===== config.mk =====
export PLATFORM = sky130hd
export DESIGN_NAME = multi_queue_ring_fifo_top
export DESIGN_NICKNAME = d
export VERILOG_FILES = /design/src/rtl/mqrf_pkg.sv /design/src/rtl/mqrf_ram.sv /design/src/rtl/multi_queue_ring_fifo_top.sv
export VERILOG_INCLUDE_DIRS = /design/src /design/src/rtl
export SDC_FILE = /design/constraint.sdc
export NUM_CORES = 2
export LEC_CHECK = 0
export BUFFER_PORTS_ARGS = -buffer_cell sky130_fd_sc_hd__buf_4
export CORE_AREA = 2 2 605 607
export DETAILED_ROUTE_END_ITERATION = 10
export DIE_AREA = 0 0 607 609
export HOLD_SLACK_MARGIN = 0.02
export PLACE_DENSITY = 0.38
export SYNTH_ARGS = -nofsm -noshare
export SYNTH_HDL_FRONTEND = slang
export SYNTH_SLANG_ARGS = --single-unit

===== constraint.sdc =====
create_clock -name clk -period 5.2 [get_ports clk]
set_input_delay 0.52 -clock clk [delete_from_list [all_inputs] [get_ports clk]]
set_output_delay 0.52 -clock clk [all_outputs]
set_load 0.01 [all_outputs]

===== src/rtl/assert_macros.svh =====
// assertion macros used by the rtl top level
`ifndef ASSERT_MACROS_SVH
`define ASSERT_MACROS_SVH

// same-cycle implication, held off during reset
`define MQRF_ASSERT_IMP(label, clk, rst, ante, cons) \
  label: assert property (@(posedge clk) disable iff (rst) (ante) |-> (cons)) \
    else $error("implication check failed");

// next-cycle implication, held off during reset
`define MQRF_ASSERT_NXT(label, clk, rst, ante, cons) \
  label: assert property (@(posedge clk) disable iff (rst) (ante) |=> (cons)) \
    else $error("next-cycle check failed");

`endif


===== src/rtl/mqrf_pkg.sv =====
// types, sizes and codes of the multi-queue ring fifo
package mqrf_pkg;

  localparam int QUEUES = 4;
  localparam int DEPTH  = 16;

  localparam int QSEL_W = 2;
  localparam int WORD_W = 32;
  localparam int HELD_W = 4;
  localparam int DROP_W = 16;

  localparam int Q_W    = (QUEUES > 1) ? $clog2(QUEUES) : 1;
  localparam int PTR_W  = $clog2(DEPTH);
  localparam int SA_W   = ((QUEUES * DEPTH) > 1) ? $clog2(QUEUES * DEPTH) : 1;

  localparam logic [PTR_W-1:0]  PTR_LAST = PTR_W'(DEPTH - 1);
  localparam logic [PTR_W-1:0]  CNT_MAX  = PTR_W'(DEPTH - 1);
  localparam logic [DROP_W-1:0] DROP_MAX = '1;

  typedef enum logic [1:0] {
    REQ_CLEAR = 2'd0,
    REQ_WRITE = 2'd1,
    REQ_READ  = 2'd2
  } req_t;

  localparam logic [1:0] ST_OK    = 2'd0;
  localparam logic [1:0] ST_FULL  = 2'd1;
  localparam logic [1:0] ST_EMPTY = 2'd2;

  typedef enum logic [1:0] {
    S_IDLE,
    S_LOOK,
    S_DONE
  } state_t;

  // per-queue descriptor, one entry of the descriptor memory
  typedef struct packed {
    logic [DROP_W-1:0] drop;
    logic [PTR_W-1:0]  cnt;
    logic [PTR_W-1:0]  wp;
    logic [PTR_W-1:0]  rp;
  } desc_t;

  function automatic logic [PTR_W-1:0] next_slot(input logic [PTR_W-1:0] p);
    next_slot = (p == PTR_LAST) ? '0 : p + PTR_W'(1);
  endfunction

endpackage


===== src/rtl/mqrf_ram.sv =====
// generic simple dual-port ram with registered read
module mqrf_ram #(
  parameter int WIDTH = 32,
  parameter int DEPTH = 16,
  localparam int AW = (DEPTH > 1) ? $clog2(DEPTH) : 1
) (
  input  logic             clk,
  input  logic             wr_en,
  input  logic [AW-1:0]    wr_addr,
  input  logic [WIDTH-1:0] wr_data,
  input  logic             rd_en,
  input  logic [AW-1:0]    rd_addr,
  output logic [WIDTH-1:0] rd_data
);

  logic [WIDTH-1:0] mem [DEPTH];

  always_ff @(posedge clk) begin
    if (wr_en) begin
      mem[wr_addr] <= wr_data;
    end
    if (rd_en) begin
      rd_data <= mem[rd_addr];
    end
  end

endmodule


===== src/rtl/multi_queue_ring_fifo_top.sv =====
// top level of the multi-queue ring fifo
// several independent ring fifos of 32-bit words share one word memory; each
// queue has DEPTH slots and holds at most DEPTH-1 words. one input item clears
// a queue, appends a word or removes the oldest word, and always yields one
// result item with the removed word (zero unless a read succeeded), a status
// (ok, full with the write dropped, or empty read), the words now held and the
// queue's saturating count of dropped writes. each item is handled in steps:
// the queue descriptor is read from its memory, then updated and written back
// while the word memory is written or read, then the result is formed from the
// word memory's read data. the result sits in an output register, so the next
// item is taken while a finished result still waits on out_stall. the descriptor
// memory has one valid flop per queue cleared at reset, so no clearing pass is
// needed; the word memory has no reset and is only read at slots
// already written
`include "assert_macros.svh"

module multi_queue_ring_fifo_top (
  input  logic                        clk,
  input  logic                        rst,
  // request channel
  input  logic                        in_valid,
  output logic                        in_stall,
  input  logic [1:0]                  req_type,
  input  logic [mqrf_pkg::QSEL_W-1:0] queue_select,
  input  logic [mqrf_pkg::WORD_W-1:0] write_word,
  // result channel
  output logic                        out_valid,
  input  logic                        out_stall,
  output logic [mqrf_pkg::WORD_W-1:0] read_word,
  output logic [1:0]                  status,
  output logic [mqrf_pkg::HELD_W-1:0] held_count,
  output logic [mqrf_pkg::DROP_W-1:0] lost_count
);

  // control
  mqrf_pkg::state_t state, state_next;
  logic in_acc;
  logic out_load;

  // request held for the update cycle
  logic [1:0]                  req_r;
  logic [mqrf_pkg::QSEL_W-1:0] qsel_r;
  logic [mqrf_pkg::WORD_W-1:0] data_r;
  logic [mqrf_pkg::Q_W-1:0]    q_idx;
  logic                        q_ok;

  // descriptor memory and its valid flops
  logic [mqrf_pkg::QUEUES-1:0] desc_vld;
  logic                        desc_we;
  logic                        desc_re;
  logic [mqrf_pkg::Q_W-1:0]    desc_raddr;
  mqrf_pkg::desc_t             desc_rdata;
  mqrf_pkg::desc_t             cur;
  mqrf_pkg::desc_t             desc_wdata;

  // word memory
  logic                        store_we;
  logic                        store_re;
  logic [mqrf_pkg::SA_W-1:0]   store_waddr;
  logic [mqrf_pkg::SA_W-1:0]   store_raddr;
  logic [mqrf_pkg::WORD_W-1:0] store_rdata;

  // result of the update cycle
  logic                        wr_ok;
  logic                        rd_ok;
  logic [1:0]                  st_c;
  logic                        res_rd;
  logic [1:0]                  res_status;
  logic [mqrf_pkg::HELD_W-1:0] res_held;
  logic [mqrf_pkg::DROP_W-1:0] res_lost;

  assign in_acc = in_valid && !in_stall;

  assign q_idx = mqrf_pkg::Q_W'(qsel_r);
  assign q_ok  = (32'(qsel_r) < 32'(mqrf_pkg::QUEUES));

  // next state
  always_comb begin
    state_next = state;
    unique case (state)
      mqrf_pkg::S_IDLE: if (in_acc) state_next = mqrf_pkg::S_LOOK;
      mqrf_pkg::S_LOOK: state_next = mqrf_pkg::S_DONE;
      mqrf_pkg::S_DONE: if (out_load) state_next = mqrf_pkg::S_IDLE;
      default:          state_next = mqrf_pkg::S_IDLE;
    endcase
  end

  // control outputs
  always_comb begin
    in_stall   = (state != mqrf_pkg::S_IDLE);
    desc_re    = 1'b0;
    desc_raddr = mqrf_pkg::Q_W'(queue_select);
    desc_we    = 1'b0;
    store_we   = 1'b0;
    store_re   = 1'b0;
    out_load   = 1'b0;
    unique case (state)
      mqrf_pkg::S_IDLE: desc_re = in_valid;
      mqrf_pkg::S_LOOK: begin
        desc_we  = q_ok;
        store_we = q_ok && wr_ok;
        store_re = q_ok && rd_ok;
      end
      mqrf_pkg::S_DONE: out_load = !out_valid || !out_stall;
      default: ;
    endcase
  end

  always_ff @(posedge clk) begin
    if (rst) begin
      state <= mqrf_pkg::S_IDLE;
    end else begin
      state <= state_next;
    end
  end

  always_ff @(posedge clk) begin
    if (in_acc) begin
      req_r  <= req_type;
      qsel_r <= queue_select;
      data_r <= write_word;
    end
  end

  // a descriptor never written reads as zero
  always_comb begin
    cur = '0;
    if (q_ok && desc_vld[q_idx]) begin
      cur = desc_rdata;
    end
  end

  // descriptor update
  always_comb begin
    desc_wdata = cur;
    wr_ok      = 1'b0;
    rd_ok      = 1'b0;
    st_c       = mqrf_pkg::ST_OK;
    unique case (req_r)
      mqrf_pkg::REQ_CLEAR: desc_wdata = '0;
      mqrf_pkg::REQ_WRITE: begin
        if (cur.cnt == mqrf_pkg::CNT_MAX) begin
          st_c = mqrf_pkg::ST_FULL;
          if (cur.drop != mqrf_pkg::DROP_MAX) begin
            desc_wdata.drop = cur.drop + mqrf_pkg::DROP_W'(1);
          end
        end else begin
          wr_ok         = 1'b1;
          desc_wdata.wp = mqrf_pkg::next_slot(cur.wp);
          desc_wdata.cnt = cur.cnt + mqrf_pkg::PTR_W'(1);
        end
      end
      mqrf_pkg::REQ_READ: begin
        if (cur.cnt == '0) begin
          st_c = mqrf_pkg::ST_EMPTY;
        end else begin
          rd_ok          = 1'b1;
          desc_wdata.rp  = mqrf_pkg::next_slot(cur.rp);
          desc_wdata.cnt = cur.cnt - mqrf_pkg::PTR_W'(1);
        end
      end
      default: ;
    endcase
  end

  // queue q owns slots q*DEPTH up to q*DEPTH+DEPTH-1
  assign store_waddr = mqrf_pkg::SA_W'(q_idx) * mqrf_pkg::SA_W'(mqrf_pkg::DEPTH)
                     + mqrf_pkg::SA_W'(cur.wp);
  assign store_raddr = mqrf_pkg::SA_W'(q_idx) * mqrf_pkg::SA_W'(mqrf_pkg::DEPTH)
                     + mqrf_pkg::SA_W'(cur.rp);

  always_ff @(posedge clk) begin
    if (rst) begin
      desc_vld <= '0;
    end else if (desc_we) begin
      desc_vld[q_idx] <= 1'b1;
    end
  end

  // result fields captured in the update cycle; an out-of-range queue gives zeros
  always_ff @(posedge clk) begin
    if (state == mqrf_pkg::S_LOOK) begin
      res_rd     <= q_ok && rd_ok;
      res_status <= q_ok ? st_c : mqrf_pkg::ST_OK;
      res_held   <= q_ok ? mqrf_pkg::HELD_W'(desc_wdata.cnt) : '0;
      res_lost   <= q_ok ? desc_wdata.drop : '0;
    end
  end

  // output register
  always_ff @(posedge clk) begin
    if (rst) begin
      out_valid <= 1'b0;
    end else if (out_load) begin
      out_valid <= 1'b1;
    end else if (!out_stall) begin
      out_valid <= 1'b0;
    end
  end

  always_ff @(posedge clk) begin
    if (out_load) begin
      read_word  <= res_rd ? store_rdata : '0;
      status     <= res_status;
      held_count <= res_held;
      lost_count <= res_lost;
    end
  end

  mqrf_ram #(
    .WIDTH($bits(mqrf_pkg::desc_t)),
    .DEPTH(mqrf_pkg::QUEUES)
  ) u_desc_ram (
    .clk    (clk),
    .wr_en  (desc_we),
    .wr_addr(q_idx),
    .wr_data(desc_wdata),
    .rd_en  (desc_re),
    .rd_addr(desc_raddr),
    .rd_data(desc_rdata)
  );

  mqrf_ram #(
    .WIDTH(mqrf_pkg::WORD_W),
    .DEPTH(mqrf_pkg::QUEUES * mqrf_pkg::DEPTH)
  ) u_word_ram (
    .clk    (clk),
    .wr_en  (store_we),
    .wr_addr(store_waddr),
    .wr_data(data_r),
    .rd_en  (store_re),
    .rd_addr(store_raddr),
    .rd_data(store_rdata)
  );

  // an accepted item always moves on to the update cycle
  `MQRF_ASSERT_NXT(a_accept_look, clk, rst, in_acc, state == mqrf_pkg::S_LOOK)
  // a queue never records more than DEPTH-1 words
  `MQRF_ASSERT_IMP(a_cnt_bound, clk, rst, desc_we, desc_wdata.cnt <= mqrf_pkg::CNT_MAX)
  // a word is stored only for a write request that found room
  `MQRF_ASSERT_IMP(a_store_write, clk, rst, store_we,
                   req_r == mqrf_pkg::REQ_WRITE && st_c == mqrf_pkg::ST_OK)
  // a failed request returns no data
  `MQRF_ASSERT_IMP(a_fail_zero, clk, rst, out_valid && status != mqrf_pkg::ST_OK,
                   read_word == '0)

endmodule


==> impl_metrics.csv <==
group,metric,value,unit
run_status,status,"finished, violations left",
run_status,violations,"capacitance limit",
global_routing,antenna_found_initial,25,
final_layout,final_common_cell,"edfxtp_1",
floorplanning,dieArea,370000,sq um
floorplanning,placementRows,222,
pwr,vdd_drop_max,0.241,mV
floorplanning,die_w,607,um
timing,fmax,0.216,GHz
placed_design,dpl_cell_area,99100,sq um
timing,fin_setup_tns,0,ns
synthesis,synth_ff_type,"edfxtp_1",
floorplanning,die_h,609,um
timing,fin_ws,0.580,ns
timing,maxSlewHeadroom,3.02,%
critical_path,cp_data_required_time,5.85,ns
timing,grt_setup_unrepaired,"no",
critical_path,crit_buf_inv,1,
final_layout,drive_gt1_share,22.0,%
global_routing,grt_use_total,16.4,%
final_layout,syn2layout_area_growth,19.3,%
flow_run,max-cap-violations,1,
cts,cts_root_buf,"clkbuf_16",
synthesis,syn_inst,4726,
min_path,hold_path_class,"primary input to flip-flop",
timing,setup_viol,0,
cts,clk_pin_slew,0.06,ns
synthesis,synth_fp_nets,4774,
cts,cts_inserted_buffers,274,
placed_design,place.gp.congestion,0.780,
cts,cts.htree.levels,5,
global_routing,grt_pass1_wl,421000,um
routing,viasPerCell,4.75,
critical_path,cpPeakStageDelay,1.27,ns
timing,hold_viol,0,
pwr,power.leakage,0.0338,uW
cts,cts.path.max_buffers,4,
routing,drt_wl_total,310000,um
synthesis,syn_area,90500,sq um
synthesis,ys_warn_count,0,
final_layout,mostFrequentLayoutCells,"edfxtp_1 (2333), mux2i_1 (424), buf_4 (321)",
placed_design,dpl_worst_slack,0.625,ns
floorplanning,initial_utilization,24.9,%
global_routing,grt-ovfl-total,0,
cts,post_cts_resize_count,0,
cts,cts_tree,"done",
critical_path,start_kind,"flip-flop",
floorplanning,ioPinCount,96,
synthesis,avgSynthCellArea,19.2,sq um
synthesis,yosysSeqAreaShare,77.5,%
cts,insertion_delay,0.91,ns
floorplanning,core,364000,sq um
critical_path,critical_path.slowest_cell,"a2111oi_0",
synthesis,ys_ff_latch,2340,
critical_path,worstSetupEndpointType,"flip-flop",
synthesis,ys_types,61,
timing,tightestPinTransition,1.42,ns
routing,drtPass1Iterations,7,
timing,drv_slew,0,
timing,period_share,88.9,%
critical_path,worstSetupPathType,"flip-flop to flip-flop",
routing,antenna_left,0,
cts,postCtsSetupBuffers,0,
critical_path,critical_path.max_fanout,67,
critical_path,crit_family,"compound AO/OA/AOI/OAI gates",
final_layout,nFillCells,35654,
critical_path,cp.arrival,5.27,ns
global_routing,grt_max_degree,125,
global_routing,grt_pass1_vias,48301,
placed_design,numPortBuffers,95,
synthesis,synth_edf_count,2333,
routing,dr.first_iter.drc_count,5000,
timing,fin_crit,4.62,ns
final_layout,finalInstanceArea,108000,sq um
final_layout,fin_nets,5138,
routing,wire_per_inst,30.6,um
critical_path,path_cells,"mux4_4 > buf_12 > and2_4 > a222oi_1 > a2111oi_0 > and4bb_1",
synthesis,async_flop_share,0,%
placed_design,hpwl,188000,um
pwr,power_density,389,nW/um^2
routing,remaining_drc_errors,0,
routing,vias,48191,
cts,clkSinkCount,2340,
timing,finClkSkew,0.0542,ns
-- cell type report --
cell class / count / area, sq um / share of cell area, %
clock buffers: 341 / 7230 / 6.70
multi-input cells: 2053 / 19500 / 18.0
inverters: 18 / 80.1 / 0.0741
well taps: 4816 / 6030 / 5.58
flip-flops and latches: 2340 / 70200 / 65.0
repair buffers: 403 / 3640 / 3.37
clock inverters: 148 / 1330 / 1.23
diodes: 16 / 40.0 / 0.0371
-- timing repair --
| action | 4_1_cts | 5_1_grt |
|---|---|---|
| hold endpoints to repair | 51 | 0 |
| hold buffers | 37 | 0 |
| setup endpoints to repair | 0 | 0 |
-- per-stage QoR --
stage	instances	hold WS, ns	utilization, %	power [uW]
after floorplan	4726	0.400	-	22500
after global placement	9589	0.405	27.2	23700
after detailed placement	9593	0.410	27.2	23700
after CTS	10119	0.130	29.7	42600
after global routing	10120	0.170	29.7	43400
final	10135	0.195	29.7	42100
-- power by group --
| part | total, uW | switching, uW | internal (uW) |
|---|---|---|---|
| clock network | 18800 | 7880 | 10900 |
| logic | 2320 | 1650 | 670 |
| registers | 20900 | 60.9 | 20900 |
-- worst reg2reg max path, cell delays in order, from the launching register on --
cell       delay [ns]
edfxtp_1         0.64
mux4_4           0.46
buf_12           0.33
and2_4           0.96
a222oi_1         0.44
a2111oi_0        1.27
and4bb_1         0.31
-- worst paths after layout --
check                   from                     end  slack, ns  cells after the start
min          queue_select[1]                q_idx[1]       0.20                      1
max reg2reg         q_idx[1]  u_word_ram.rd_data[23]       0.58                      6
min reg2reg     res_lost[14]          lost_count[14]       0.42                      0
max                 q_idx[1]  u_word_ram.rd_data[23]       0.58                      6
-- registers in the layout, summed over array words and instances (netlist names) --
register            count
u_word_ram.mem       2048
u_desc_ram.mem        112
data_r                 32
read_word              32
u_word_ram.rd_data     32
u_desc_ram.rd_data     28
lost_count             16
res_lost               16
desc_vld                4
held_count              4
res_held                4
q_idx                   2
req_r                   2
res_status              2
state                   2
status                  2
out_valid               1
res_rd                  1
-- synth_stat cells (all sizes together) (6+ instances only) --
master | instances | area share, %
buf | 143 | 0.88
nand2 | 111 | 0.47
inv | 18 | 0.075
and2 | 37 | 0.26
nor3 | 44 | 0.25
a221o | 65 | 0.72
and4bb | 28 | 0.39
a32oi | 66 | 0.64
edfxtp | 2333 | 77
o211ai | 67 | 0.56
a221oi | 62 | 0.60
ha | 8 | 0.11
a222oi | 64 | 0.71
o21ai | 138 | 0.76
mux2i | 424 | 4.7
nand2b | 6 | 0.041
clkbuf | 172 | 0.72
mux4 | 219 | 5.4
nor2b | 6 | 0.041
a211oi | 36 | 0.30
o22ai | 64 | 0.44
nor2 | 223 | 0.92
a2111oi | 31 | 0.30
nor4 | 32 | 0.22
mux2 | 105 | 1.3
a211o | 62 | 0.60
nand3 | 21 | 0.12
dfxtp | 7 | 0.15
a21oi | 81 | 0.45
-- metal layers --
layer / track usage [%] / routed length, um
met1: 22.7 / 138000
met2: 27.6 / 152000
met3: 1.79 / 13500
met4: 3.68 / 6790
met5: 0 / 0
-- cell families after synthesis --
logic type      after synthesis  synth area share [%]
buf+inv                     333                  1.67
fa+ha+maj                     8                 0.111
mux                         748                  11.4
compound gates              757                  6.28
flops                      2340                  77.5
xor+xnor                      5                0.0484
simple gates                535                  2.93
Note: power is estimated with default switching activity, not from simulation.
